**config.mk**
```make
export PLATFORM = sky130hd
export DESIGN_NAME = xyc_ivk_angle
export DESIGN_NICKNAME = d
export VERILOG_FILES = /design/src/rtl/core/xyc_ivk_pkg.sv /design/src/rtl/core/xyc_ivk_angle.sv
export SDC_FILE = /design/constraint.sdc
export NUM_CORES = 1
export LEC_CHECK = 0
export BUFFER_PORTS_ARGS = -buffer_cell sky130_fd_sc_hd__buf_2
export CAP_MARGIN = 30
export CORE_ASPECT_RATIO = 1.4
export CORE_MARGIN = 1.5
export CORE_UTILIZATION = 38
export CTS_CLUSTER_SIZE = 12
export DETAILED_ROUTE_END_ITERATION = 12
export PLACE_DENSITY = 0.58
export SYNTH_ARGS = -nofsm -noshare
export SYNTH_HDL_FRONTEND = slang
export SYNTH_SLANG_ARGS = --single-unit
```
**constraint.sdc**
```tcl
create_clock -name clock -period 7 [get_ports clock]
set_input_delay 1.4 -clock clock [delete_from_list [all_inputs] [get_ports clock]]
set_output_delay 1.4 -clock clock [all_outputs]
set_load 0.005 [all_outputs]
```
**src/rtl/core/xyc_ivk_pkg.sv**
```systemverilog
package xyc_ivk_pkg;

   // fixed-point format of all rate, length and angle fields
   localparam int FRAC_BITS = 16;

   // default CORDIC depth and the length of the arctangent table
   localparam int TRIG_ITERATIONS_DEF = 16;
   localparam int ATAN_LEN            = 24;

   // field widths
   localparam int LEN_W   = 32;
   localparam int ANG_W   = 26;
   localparam int ARM_W   = 31;
   localparam int DIFF_W  = ANG_W + 1;   // tcp angle minus tool angle
   localparam int RATE_W  = 28;          // angle rate in rad/s, Q(F)
   localparam int TURN_W  = 32;          // binary angle, 2^32 per turn
   localparam int TRIG_W  = 32;          // sin/cos in Q2.30

   // register map
   typedef enum logic [1:0] {
      REG_ARM_LENGTH    = 2'd0,
      REG_TOOL_OFFSET_X = 2'd1,
      REG_TOOL_OFFSET_Y = 2'd2,
      REG_TOOL_ANGLE    = 2'd3
   } reg_index_type;

   localparam logic [ARM_W-1:0] ARM_RESET = ARM_W'(650 << FRAC_BITS);

   // pi/180 in Q0.32
   localparam logic signed [RATE_W-1:0] DEG_TO_RAD = RATE_W'(74961321);

   // values that travel alongside the angle path
   typedef struct packed {
      logic signed [LEN_W-1:0]  x_rate;
      logic signed [LEN_W-1:0]  y_rate;
      logic signed [LEN_W-1:0]  angle_rate;
      logic signed [RATE_W-1:0] w;
   } side_type;

   // arctangent of 2^-i in binary angle units
   function automatic logic [TURN_W-1:0] atan_turn(input int idx);
      logic [TURN_W-1:0] v;
      case (idx)
         0:  v = 32'h20000000;
         1:  v = 32'h12E4051E;
         2:  v = 32'h09FB385B;
         3:  v = 32'h051111D4;
         4:  v = 32'h028B0D43;
         5:  v = 32'h0145D7E1;
         6:  v = 32'h00A2F61E;
         7:  v = 32'h00517C55;
         8:  v = 32'h0028BE53;
         9:  v = 32'h00145F2F;
         10: v = 32'h000A2F98;
         11: v = 32'h000517CC;
         12: v = 32'h00028BE6;
         13: v = 32'h000145F3;
         14: v = 32'h0000A2F9;
         15: v = 32'h0000517C;
         16: v = 32'h000028BE;
         17: v = 32'h0000145F;
         18: v = 32'h00000A2F;
         19: v = 32'h00000517;
         20: v = 32'h0000028B;
         21: v = 32'h00000145;
         22: v = 32'h000000A2;
         23: v = 32'h00000051;
         default: v = '0;
      endcase
      return v;
   endfunction

endpackage

```
**src/rtl/core/xyc_ivk_angle.sv**
```systemverilog
module xyc_ivk_angle (
   input  logic                                       clock,
   input  logic                                       reset,
   input  logic                                       in_vld,
   input  logic signed [xyc_ivk_pkg::DIFF_W-1:0]      in_angle,
   input  xyc_ivk_pkg::side_type                      in_side,
   output logic                                       out_vld,
   output logic signed [xyc_ivk_pkg::TURN_W-1:0]      out_z,
   output logic                                       out_flip,
   output xyc_ivk_pkg::side_type                      out_side
);
   import xyc_ivk_pkg::*;

   localparam int RW = 28;                       // reduction width
   localparam int R_W = 25;                      // reduced angle, < 360 deg
   localparam logic signed [RW-1:0] FULL  = RW'(360 << FRAC_BITS);
   localparam logic signed [RW-1:0] FULL2 = RW'(2 * (360 << FRAC_BITS));
   localparam logic signed [RW-1:0] FULL3 = RW'(3 * (360 << FRAC_BITS));
   // floor(n/45) by reciprocal: exact for n < 2^25 (k = 31), n < 2^19 (k = 25)
   localparam logic [25:0] M1 = 26'd47721859;
   localparam logic [19:0] M2 = 20'd745655;
   localparam int Q1_W = 19;
   localparam int Q2_W = 13;

   logic            vld_ff [6];
   side_type        side_ff [6];

   logic signed [RW-1:0] r0_ff;
   logic [R_W-1:0]       r_ff;
   logic [R_W-1:0]       r_d_ff;
   logic [50:0]          p1_ff;
   logic [Q1_W-1:0]      q1_ff;
   logic [Q1_W-1:0]      q1_d_ff;
   logic [5:0]           r1_ff;
   logic [38:0]          p2_ff;
   logic signed [TURN_W-1:0] z_ff;
   logic                 flip_ff;

   logic signed [RW-1:0] a_ext;
   logic signed [RW-1:0] r_sel;
   logic [R_W-1:0]       rem_full;
   logic [TURN_W-1:0]    turn;
   logic signed [TURN_W-1:0] z_raw;
   logic                 need_flip;

   assign a_ext = RW'(in_angle);

   always_comb begin
      if (r0_ff >= FULL2) begin
         r_sel = r0_ff - FULL2;
      end else if (r0_ff >= FULL) begin
         r_sel = r0_ff - FULL;
      end else begin
         r_sel = r0_ff;
      end
   end

   // remainder of the reduced angle after division by 45, same stage as p1
   assign rem_full  = r_d_ff - R_W'(p1_ff[49:31] * R_W'(45));
   assign turn      = {q1_d_ff, p2_ff[37:25]};
   assign z_raw     = $signed(turn);
   assign need_flip = (z_raw > $signed(TURN_W'(1 << 30)))
                   || (z_raw < -$signed(TURN_W'(1 << 30)));

   always_ff @(posedge clock) begin
      if (reset) begin
         for (int i = 0; i < 6; i++) vld_ff[i] <= 1'b0;
      end else begin
         vld_ff[0] <= in_vld;
         for (int i = 1; i < 6; i++) vld_ff[i] <= vld_ff[i-1];
      end
   end

   always_ff @(posedge clock) begin
      side_ff[0] <= in_side;
      for (int i = 1; i < 6; i++) side_ff[i] <= side_ff[i-1];
      // fold into [0, 3 turns)
      r0_ff   <= (a_ext < 0) ? a_ext + FULL3 : a_ext;
      r_ff    <= R_W'(r_sel);
      p1_ff   <= 51'(r_ff) * 51'(M1);
      r_d_ff  <= r_ff;
      q1_ff   <= p1_ff[49:31];
      r1_ff   <= rem_full[5:0];
      q1_d_ff <= q1_ff;
      p2_ff   <= 39'({r1_ff, 13'b0}) * 39'(M2);
      // beyond a quarter turn: rotate by half a turn, negate results later
      z_ff    <= need_flip ? {~turn[TURN_W-1], turn[TURN_W-2:0]} : z_raw;
      flip_ff <= need_flip;
   end

   assign out_vld  = vld_ff[5];
   assign out_side = side_ff[5];
   assign out_z    = z_ff;
   assign out_flip = flip_ff;

endmodule

```
Word-level counts from Yosys, hierarchy flattened. Memories as Yosys holds them, arrays and structs flattened. Cells that the tools add are included.

Input port bits: 154. Output and inout bits: 158. Register bits after elaboration: 211. Memories: 2. Bits in writable memories: 750. Word-level logic and storage cells: 45.

Multiply operators: 3. Reductions and logical operators: 1. Bitwise operators: 7. Multiplexer cells: 13. Add/sub/neg operators: 4. Magnitude comparators: 5.

Memory list: side_ff (words 6, bits a word 124, rd ports 6, clocked after Yosys merged registers in 0, wr ports 6, RTL line xyc_ivk_angle.sv:26) `side_type side_ff [6];`; vld_ff (words 6, bits a word 1, rd ports 6, clocked after Yosys merged registers in 0, wr ports 6, RTL line xyc_ivk_angle.sv:25) `logic vld_ff [6];`.

Operator list (count): $mul 25x26->50 const B (1); $mux 25 (2); $sub 25x25->25 const B (2); $gt 32x32->1 const B (1); $lt 32x31->1 const B (1); $mux 32 (1); $add 27x28->28 const B (1); $ge 28x26->1 const B (1); $ge 28x27->1 const B (1); $mux 28 (1); $lt 27x1->1 const B (1); $mul 6x20->25 const B (1); $mul 19x6->6 const B (1); $mux 1 (9); $or 1x1->1 (6); $sub 6x6->6 (1); $logic_or 1x1->1 (1); $not 1->1 (1).

Depth between registers and ports, before layout. Gate-level depths: netlist (run 1).

Depth after elaboration: 3. Depth in mapped cells: 24. Gate-level depth less buffers: 24.

Worst setup path before layout (run 1). Ideal clock, no wire load.

Kind: register to register. From: register r_ff[23]. To: register p1_ff[44]. Clock period less this slack: 5.905 ns. Setup time: 0.072 ns. Path slack: 1.095 ns. Stages on the path, launching flop included: 18. Required time: 6.928 ns. Buffers on the path: 0. Data arrival time: 5.833 ns. Path through: dfxtp_1 -> inv_1 -> ha_1 -> fa_1 -> inv_1 -> fa_1 -> fa_1 -> fa_1 -> fa_1 -> fa_1 -> ha_1 -> a21oi_1 -> o211ai_1 -> or3_1 -> o21ai_0 -> o221ai_1 -> a31oi_1 -> xnor2_1.

Cells in the longest elaborated chain, start to end: 1.

RTL lines: start: declaration (RTL line xyc_ivk_angle.sv:29) `logic [R_W-1:0] r_ff;`; start signal: assignment (RTL line xyc_ivk_angle.sv:79) `r_ff <= R_W'(r_sel);`; $mul 25x26->50 (RTL line xyc_ivk_angle.sv:80) `p1_ff <= 51'(r_ff) * 51'(M1);`; end signal: assignment (RTL line xyc_ivk_angle.sv:80); end: declaration (RTL line xyc_ivk_angle.sv:31) `logic [50:0] p1_ff;`.

No other way between the ends.

Worst setup path after layout (run 1).
From: register r_ff[16]. To: register p1_ff[47].

Same word-level chain as after synthesis.

==> results.txt, run 1 <==
- The run finished with clean final reports.
- The area growth from synthesis to layout is 18.59%.
- Hold WS: approximately 0.31 ns
- Sequential elements use 62.83% of the synthesized area.
- The number of global-route vias before repair was 16540.
* F_max: 0.1514 GHz
- Placement Rows: 120
- Counting the buffers created by CTS gives 90.
- Primary flip-flop cell chosen by synthesis mapping: dfxtp_1
* Clock tree root driver cell: clkbuf_16
- Pin slew with the least headroom to its limit: ~1.1 ns
- The worst register-to-register path has a depth of 20.
* Mapped Area: ~29000 um^2
* Syn_area_per_cell: 13.99 um^2
- Cells along the critical path: ha_1, inv_1, fa_1, inv_1, ha_1, fa_1, fa_1, fa_1, inv_1, fa_1, inv_1, ha_1, a21oi_1, o21ai_0, a211oi_1, o32ai_1, a311oi_1, o31ai_1, a21oi_1, xnor2_1
- In this run the worst hold path is classified as reg -> reg.
* Worst endpoint required time: approximately 7.6 ns
- Yosys printed 0 warnings.
* Number of cells upsized or downsized after cts: 0
* Via density per instance: around 4.3
- Along the worst path, the maximum fanout reaches 4.
- Most frequent CP cell: fa_1
* Clock insertion delay at the later pin of the skew report: around 0.64 ns
- GRT Overall Usage: 14.56%
- Initial DRC Count: 554
- Type of destination of the critical path: flip-flop
- The clock net in this run drives a total of 918 sinks.
- Last element of the critical path: p1_ff[47]$_DFF_P_
* Synth area leader: dfxtp_1
* Setup skew after layout: 0.02065 ns
- Class of the most critical setup path: reg -> reg
- Routability congestion estimate: 0.9624
* Data arrival at the endpoint of the critical path: ~7.2 ns
- Synthesized instance count: 2091
- Once the floorplan was initialized, standard cells occupied approximately two fifths of the core.
* Kind of start point of the critical path: flip-flop
* DRC: 0
- Netlist cell types: 48
- Counting I/O delays and the setup requirement, the final critical path takes 6.604 ns.
- The largest single stage delay on the critical path is roughly 0.58 ns.
* Number of antenna violations at the first check in global routing: 0
* Share of layout cells above drive strength 1: 16.98%
- Worst setup path start: r_ff[16]$_DFF_P_
* Register bit total from synthesis: 918
- Vias after detailed routing: about 15000
- Dividing the detail-routed wire length by the instance count gives 16.20 um.
- Core box area: 76420 um^2
- The final critical path takes up between 90% and 100% of the cycle.
* Hold violation total from the final report: 0
* Port Buffer Count: 311
- Clock Path Buffers: 3
- DP HPWL: ~46000 um
- CTS HTree Levels: 3
- Count of pins on the block boundary: 312
- Top post-synthesis cells by area: dfxtp_1, fa_1, ha_1
- After global routing the overflow that remains totals 0.
- CTS tree: yes
- Summed over all failing endpoints, the final setup total negative slack is 0 ns.
- Syn_nets: 2717
- The tool flagged a number of max-cap violations equal to 0.
- Clock Pin Slew Worst Setup and Hold Paths: 0.06 ns
- In this run, synthesis inferred 0 flip-flops with an integrated enable.
- Die boundary height: 331.3 um
- Yosys instantiated no cell more often than dfxtp_1.
* Hold_buf cts: 0
- Broken down by cell family, the worst path's largest delay share belongs to adder cells.
- In this run the horizontal extent of the chip is ~240 um.
* Wire length reported by the detailed router: 56550 um
* Area share of the leading cell type in the synthesized netlist: 62.83%
- Die Outline Area: 78670 um^2
- Number of optimization iterations in the first detailed-route pass: 5
* Buffering stage count on the worst path with inverters included: 4
- The first global-routing pass estimated 88130 um of wire.
- Setup repair after global routing missed its margin: no
* Headroom to the max-slew limit: 26.59%
- For this run, the post-layout net count is 3118.
- The critical path runs through a total of 20 cells.
- Slowest CP cell: a311oi_1
- Setup violations remaining at the end of the flow were counted as 0.
* Pin count of the biggest net entering global routing: 15
* # Post-CTS Setup Buffers: 0
* Post-synth ARST share: 0%
* Worst flop-to-flop path startpoint: r_ff[16]$_DFF_P_
* RR Endpoint: p1_ff[47]$_DFF_P_
- By count the netlist is led by dfxtp_1, inv_1, ha_1, fa_1, xnor2_1.
- The number of antenna diodes in the final layout is 0.
- Reg-to-reg setup timing slack: 0.40 ns
- Post-detailed-route count of antenna-violating nets: 0
- The number of pins exceeding their max-slew limit in the final report was 0.
-- sequential cells by signal (all words and copies together) (netlist names) --
signal	count
out_z	32
vld_ff	6
r0_ff	28
p1_ff	20
out_flip	1
r_ff	25
r_d_ff	5
p2_ff	13
q1_ff	19
r1_ff	6
q1_d_ff	19
side_ff	744
-- per-stage QoR --
step | cells | setup WS, ns | util [%] | area [um^2]
2_1_floorplan | 2091 | 1.095 | - | 29250
3_3_place_gp | 3376 | 0.4682 | 41.90 | 32020
3_5_place_dp | 3376 | 0.4001 | 41.90 | 32020
4_1_cts | 3491 | 0.3834 | 45.39 | 34690
5_1_grt | 3491 | 0.05468 | 45.39 | 34690
6_report | 3491 | 0.3960 | 45.39 | 34690
-- placed cells by master, fill, tap and decap left out, drive strengths merged, types with 3 or more instances in the layout --
master,n
nor2b,10
buf,312
xor2,16
dfxtp,918
o41ai,3
bufinv,4
nand3,12
ha,282
and3,3
nand2b,4
nor3,9
a211oi,9
a21oi,43
clkinv,6
o21bai,7
clkinvlp,3
o221ai,6
a21boi,3
inv,360
nand2,38
o21ai,19
xnor2,45
nor2,19
a31oi,7
clkbuf,100
o21a,3
o31ai,4
nor4,14
or3,4
a21o,21
mux2i,4
fa,190
nand4,12
-- final cells by class --
type / count / area (um^2)
inverter: 358 / 1344
clock buffer: 100 / 2361
clock inverter: 15 / 302.8
tap: 976 / 1221
fill: 6873 / 41740
multi-input combinational: 812 / 9518
timing repair buffer: 312 / 1564
sequential: 918 / 18380
-- worst min path at each step --
stage,startpoint,endpoint,slack (ns),cells after the start
after floorplan,q1_ff[0]$_DFF_P_,q1_d_ff[0]$_DFF_P_,0.31,0
after global placement,side_ff[3][53]$_DFF_P_,side_ff[4][53]$_DFF_P_,0.31,0
after detailed placement,side_ff[0][103]$_DFF_P_,side_ff[1][103]$_DFF_P_,0.31,0
after CTS,side_ff[0][46]$_DFF_P_,side_ff[1][46]$_DFF_P_,0.31,0
after global routing,q1_ff[15]$_DFF_P_,q1_d_ff[15]$_DFF_P_,0.32,0
final,side_ff[0][46]$_DFF_P_,side_ff[1][46]$_DFF_P_,0.31,0
-- logic make-up after synthesis --
logic type	Yosys count	synth area share [%]
AND/OR/NAND/NOR	131	2.267
buffers and inverters	361	4.633
flip-flops	918	62.83
XOR/XNOR	61	1.826
other	1	0.01282
multiplexers	4	0.1369
AO/OA/AOI/OAI	143	3.230
adder cells (fa/ha/maj)	472	25.07
-- routing by layer --
layer | vias up | wire [um] | part of all wire [%] | global-route usage (%)
li1 | 7351 | - | - | -
met1 | 7133 | 22010 | 39 | 15.37
met2 | 357 | 29560 | 52 | 27.14
met3 | 121 | 2725 | 4.8 | 3.395
met4 | 0 | 2251 | 4.0 | 6.586
met5 | - | 0 | 0 | 0
Power of run 1 is left out: the tool's default activity adds up to more than one toggle a clock period on the data nets, which glitch-free logic cannot reach.
==> inputs of run 2 (changes only) <==
Settings changed: REMOVE_ABC_BUFFERS from default to 1.
==> results.txt, run 2 (synthesis results as in run 1) <==
* Number of antenna violations at the first check in global routing: 3
- Count of pins on the block boundary: 312
- In this run the tightest slew margin relative to its limit is 32.63%.
* Number of flip-flops in the largest register: 744
- CTS sink count: 918
* Portion of the clock cycle consumed by the worst path in the final layout: roughly 96%
- The region available for standard cell placement spans 76420 um^2.
* Overflow after GRT: 0
- The routed design could run at a clock period as short as 6.714 ns.
- Dividing the detail-routed wire length by the instance count gives 16.25 um.
- In this run the critical register-to-register path is launched from r_ff[16]$_DFF_P_.
- Die Outline Area: 78670 um^2
- Class of the most critical setup path: reg -> reg
- Once the clock tree was built, the setup fixing pass inserted 0 buffers.
- Buffers inserted during clock tree synthesis total 90.
- Most common cell after layout, fill and taps aside: dfxtp_1
- Cells with a size suffix above 1 make up 16.92% of the layout.
- Result of the run: finished, final reports clean
* GRT Overall Usage: between 10 and 15%
* Hold Startpoint: side_ff[4][100]$_DFF_P_
- Number of optimization iterations in the first detailed-route pass: 5
- Detailed placement ended at an HPWL of 45370 um.
- The tightest min-delay check is of the reg -> reg type.
- In the routed layout, each cell is associated on average with a via count of between 4 and 5.
- Commonest cells after routing, fill and taps aside: dfxtp_1, inv_1, buf_2, ha_1, fa_1
* Footprint of the multi-input gates: 9518 um^2
- After floorplanning, the core was divided into 120 placement rows.
- Max-slew violation total from the final report: 0
* Buffering stage count on the worst path with inverters included: 4
- For the worst flop-to-flop path, the logic depth is 20.
* Pin count of the biggest net entering global routing: 16
* Cells along the critical path: ha_1, ha_1, fa_1, inv_1, fa_1, inv_1, fa_1, fa_1, inv_1, fa_1, inv_1, ha_1, a21oi_1, o21ai_0, a211oi_1, o32ai_1, a311oi_1, o31ai_1, a21oi_1, xnor2_1
- Slowest CP cell: a311oi_1
* Die boundary height: 331.3 um
- F_max: 0.1489 GHz
- By instance count, the cell type seen most on the critical path is fa_1.
- Along the worst path, the maximum fanout reaches 4.
* DRC: 0
- The worst setup path is captured at a flip-flop.
* Setup Viol. Count Final: 0
- DIE WIDTH: 237.5 um
* Clock tree root driver cell: clkbuf_16
- CTS HTree Levels: 3
* Total number of nets in the final design: 3118
* Wire length of the first global-routing pass: about 88000 um
- Total Neg Setup Slack: 0 ns
- Register name with the most flops: side_ff
* Hold_buf cts: 0
* Routability congestion estimate: 0.9703
- Pin slew with the least headroom to its limit: 0.9975 ns
- RR Endpoint: p1_ff[47]$_DFF_P_
- Setup skew after layout: 0.03453 ns
* Starting Density: 38.27%
* Sequential cell area in the final layout: 18380 um^2
- The worst hold path passes through 0 cells.
* Area grow syn2layout: 18.53%
- Hold violation total from the final report: 0
- Reg-to-reg setup timing slack: between 0.2 and 0.3 ns
- The worst hold path terminates at side_ff[5][100]$_DFF_P_.
- Via count of the first global-routing pass: 16570
- For the worst setup path, the data required time is 7.58 ns.
- Number of inserted filler cells in the final layout: 6935
- Data arrives at the worst endpoint at 7.30 ns.
- At the later pin of the worst-skew pair, clock insertion delay measures roughly 0.65 ns.
- The routed design has 56780 um of wire.
- Clock Pin Slew Worst Setup and Hold Paths: 0.06 ns
- Max-cap check violation count: 0
- Post-detailed-route count of antenna-violating nets: 0
- Max stage delay on crit path: roughly 0.57 ns
- For this block, the via count after detailed routing is 15010.
- Among cell families on the critical path, the largest total delay comes from adder cells.
* Setup repair after global routing missed its margin: no
- For this block, the initial DRC count from the detailed router was 595.
- Port buffering added 311 buffers.
- Kind of start point of the critical path: flip-flop
- CTS tree: yes
- Number of cells upsized or downsized after cts: 0
- Counting along the longest clock path gives a buffer depth of 3.
-- run 2: changes by cell type in the layout (fill, tap and decap cells not counted), sizes merged --
| cell | delta |
|---|---|
| bufinv | -2 |
| clkbuf | +3 |
| clkinv | +1 |
| clkinvlp | +2 |
| diode | +1 |
| inv | -1 |
-- run 2: worst max path at each step --
stage / cells after the start / slack [ns] / startpoint / to
6_report: 20 / 0.29 / r_ff[16]$_DFF_P_ / p1_ff[47]$_DFF_P_
5_1_grt: 20 / 0.08 / r_ff[16]$_DFF_P_ / p1_ff[47]$_DFF_P_
4_1_cts: 20 / 0.28 / r_ff[16]$_DFF_P_ / p1_ff[47]$_DFF_P_
3_5_place_dp: 20 / 0.31 / r_ff[16]$_DFF_P_ / p1_ff[47]$_DFF_P_
3_3_place_gp: 20 / 0.22 / r_ff[16]$_DFF_P_ / p1_ff[47]$_DFF_P_
2_1_floorplan: 17 / 1.10 / r_ff[23]$_DFF_P_ / p1_ff[44]$_DFF_P_
-- run 2: area by class of cell --
type                       instances  area share, %
multi-input combinational        812          27.45
clock buffer                     103          6.781
clock inverter                    15         0.8409
timing repair buffer             312          4.511
tap                              976          3.522
antenna                            1       0.007218
inverter                         358          3.876
sequential                       918          53.01
-- run 2: through the flow --
| stage | util [%] | setup slack, ns | area, um^2 | instances | hold slack [ns] |
|---|---|---|---|---|---|
| floorplan | - | 1.095 | 29240 | 2088 | 0.3096 |
| global placement | 41.90 | 0.2203 | 32020 | 3376 | 0.3095 |
| detailed placement | 41.90 | 0.3124 | 32020 | 3376 | 0.3121 |
| CTS | 45.36 | 0.2776 | 34670 | 3494 | 0.3040 |
| global route | 45.37 | 0.08020 | 34670 | 3495 | 0.3037 |
| finish | 45.37 | 0.2857 | 34670 | 3495 | 0.3090 |
-- run 2: routing by layer --
layer / track usage (%) / wire (um) / vias to the layer above / share of wire [%]
met5: 0 / 23 / - / 0.041
li1: - / - / 7350 / -
met4: 7.142 / 2411 / 4 / 4.2
met2: 27.67 / 30050 / 365 / 53
met3: 3.113 / 2712 / 131 / 4.8
met1: 15.10 / 21590 / 7157 / 38
-- run 2: worst reg2reg max path, delay by kind of cell (launching register included) --
kind | cells | cell delay, ns
DFF | 1 | 0.48
buffers and inverters | 4 | 0.42
AOI/OAI and AO/OA | 7 | 1.94
adders and majority gates | 8 | 3.67
xor gates and xnor gates | 1 | 0.13
Power of run 2 is left out for the same reason.
==> inputs of run 3 (changes only) <==
Settings changed: PLACE_DENSITY 0.58 to 0.64.
==> results.txt, run 3 (synthesis results as in run 1) <==
- Crit-path max FO: 4
* DP HPWL: 44430 um
- The number of pins exceeding their max-slew limit in the final report was 0.
- TritonCTS built the clock tree.
- Share of layout cells above drive strength 1: ~17%
- The routed layout has 14950 vias.
- The run finished with clean final reports.
- Overflow after GRT: 0
- In this run the worst hold path is classified as reg -> reg.
* Count of pins on the block boundary: 312
- By instance count, the cell type seen most on the critical path is fa_1.
- Kind of start point of the critical path: flip-flop
- For this run, the detailed router's first-pass iteration total came to 4.
- Wire length reported by the detailed router: 56010 um
- Buffering stage count on the worst path with inverters included: 4
- CTS sink count: 918
- The first global-routing pass estimated 87600 um of wire.
- Total number of nets in the final design: 3118
- Hold violation total from the final report: 0
- Headroom to the max-slew limit: 29.63%
- Routability-driven placement finished with a final weighted congestion of 0.9583.
- The H-tree was split into 3 levels.
* DRC: 0
* Post-detailed-route count of antenna-violating nets: 0
- The region available for standard cell placement spans approximately 76000 um^2.
- After layout, the worst path uses 93.96% of the clock period.
- Hold_buf cts: 0
- Based on the critical path, the design can be clocked at up to 0.1520 GHz.
* Setup Viol. Count Final: 0
- Max-cap check violation count: 0
- Die boundary height: 331.3 um
- The library cell used most frequently in the layout, excluding fill and tap cells, is dfxtp_1.
- Post-CTS repair changed the size of 0 cells.
- The number of global-route vias before repair came to 16440.
- The register with the most flip-flops in the layout has 744 of them.
- # Post-CTS Setup Buffers: 0
* Clock Pin Slew Worst Setup and Hold Paths: 0.06 ns
* Via density per instance: around 4.3
- The initial antenna violation count is 3.
- Clock insertion delay at the later pin of the skew report: 0.64 ns
* Starting Density: a little under two fifths
- At the worst endpoint, the arrival time is 7.15 ns.
- In this design, the stage delay of the slowest critical-path cell is between 0.5 and 0.6 ns.
- The initialized floorplan defines 120 standard-cell rows.
* Slowest CP cell: fa_1
* Clock tree root driver cell: clkbuf_16
- After detailed routing, the average wire length per cell comes to 16.03 um.
- The number of clock buffers added by TritonCTS is 90.
- On the final layout, the worst clock skew is roughly 0.045 ns.
- Pin slew with the least headroom to its limit: 1.042 ns
- Worst endpoint required time: 7.57 ns
* Cell type group with the largest total delay on the critical path: adder cells
- Number of inserted filler cells in the final layout: 6819
- For this run, the total global-route usage over all layers was measured as between 10 and 15%.
- Port Buffer Count: a little over 300
* Total Neg Setup Slack: 0 ns
* Pin count of the biggest net entering global routing: 16
* Time the worst path needs with I/O delays and setup: 6.577 ns
- Commonest cells after routing, fill and taps aside: dfxtp_1, inv_1, buf_2, ha_1, fa_1
- Clock Path Buffers: 3
* Cells along the critical path: ha_1, ha_1, fa_1, inv_1, fa_1, inv_1, fa_1, fa_1, inv_1, fa_1, inv_1, ha_1, a21oi_1, o21ai_0, a211oi_1, o32ai_1, a311oi_1, o31ai_1, a21oi_1, xnor2_1
* DIE WIDTH: 237.5 um
- Register name with the most flops: side_ff
- Die Outline Area: 78670 um^2
* Setup repair after global routing missed its margin: no
- Relative to the synthesized area, the layout overhead comes to 18.35%.
- Initial DRC Count: 518
- Class of the most critical setup path: reg -> reg
- The worst setup path is captured at a flip-flop.
-- run 3: cell count changes in the layout (fill, tap and decap cells not counted) --
cell	before	now
clkinv_16	6	5
bufinv_16	2	1
clkbuf_1	8	6
clkinv_2	1	5
inv_16	0	1
clkinv_4	0	1
clkinvlp_4	5	2
clkinv_8	0	1
clkbuf_8	5	3
-- run 3: cell type report --
cell class / instances / area, um^2 / share of cell area (%)
Multi-Input combinational cell: 812 / 9518 / 27.49
Antenna cell: 1 / 2.502 / 0.007229
Tap cell: 976 / 1221 / 3.528
Clock buffer: 99 / 2316 / 6.690
Timing Repair Buffer: 312 / 1564 / 4.518
Clock inverter: 17 / 274.0 / 0.7916
Inverter: 358 / 1344 / 3.882
Sequential cell: 918 / 18380 / 53.09
-- run 3: final timing paths --
check | end | slack (ns) | cells past startpoint | from
min | side_ff[2][104]$_DFF_P_ | 0.30 | 0 | side_ff[1][104]$_DFF_P_
max | p1_ff[47]$_DFF_P_ | 0.42 | 20 | r_ff[16]$_DFF_P_
max reg2reg | p1_ff[47]$_DFF_P_ | 0.42 | 20 | r_ff[16]$_DFF_P_
min reg2reg | side_ff[2][104]$_DFF_P_ | 0.30 | 0 | side_ff[1][104]$_DFF_P_
-- run 3: routing by layer --
| metal | wire (um) | vias to the layer above | GRT usage [%] | share of wire, % |
|---|---|---|---|---|
| met2 | 29350 | 349 | 27.05 | 52 |
| met1 | 21900 | 7132 | 15.36 | 39 |
| met5 | 13 | - | 0 | 0.023 |
| met3 | 2527 | 122 | 3.171 | 4.5 |
| met4 | 2213 | 2 | 6.627 | 4.0 |
| li1 | - | 7344 | - | - |
-- run 3: stage by stage --
step	hold WS [ns]	cell area, um^2	worst slack [ns]	cells	utilization [%]
global route	0.3084	34620	0.09087	3493	45.30
detailed placement	0.3121	32020	0.4208	3376	41.90
global placement	0.3095	32020	0.4702	3376	41.90
finish	0.3003	34620	0.4227	3493	45.30
floorplan	0.3096	29240	1.095	2088	-
CTS	0.3033	34610	0.3962	3492	45.29
Power of run 3 is left out for the same reason.
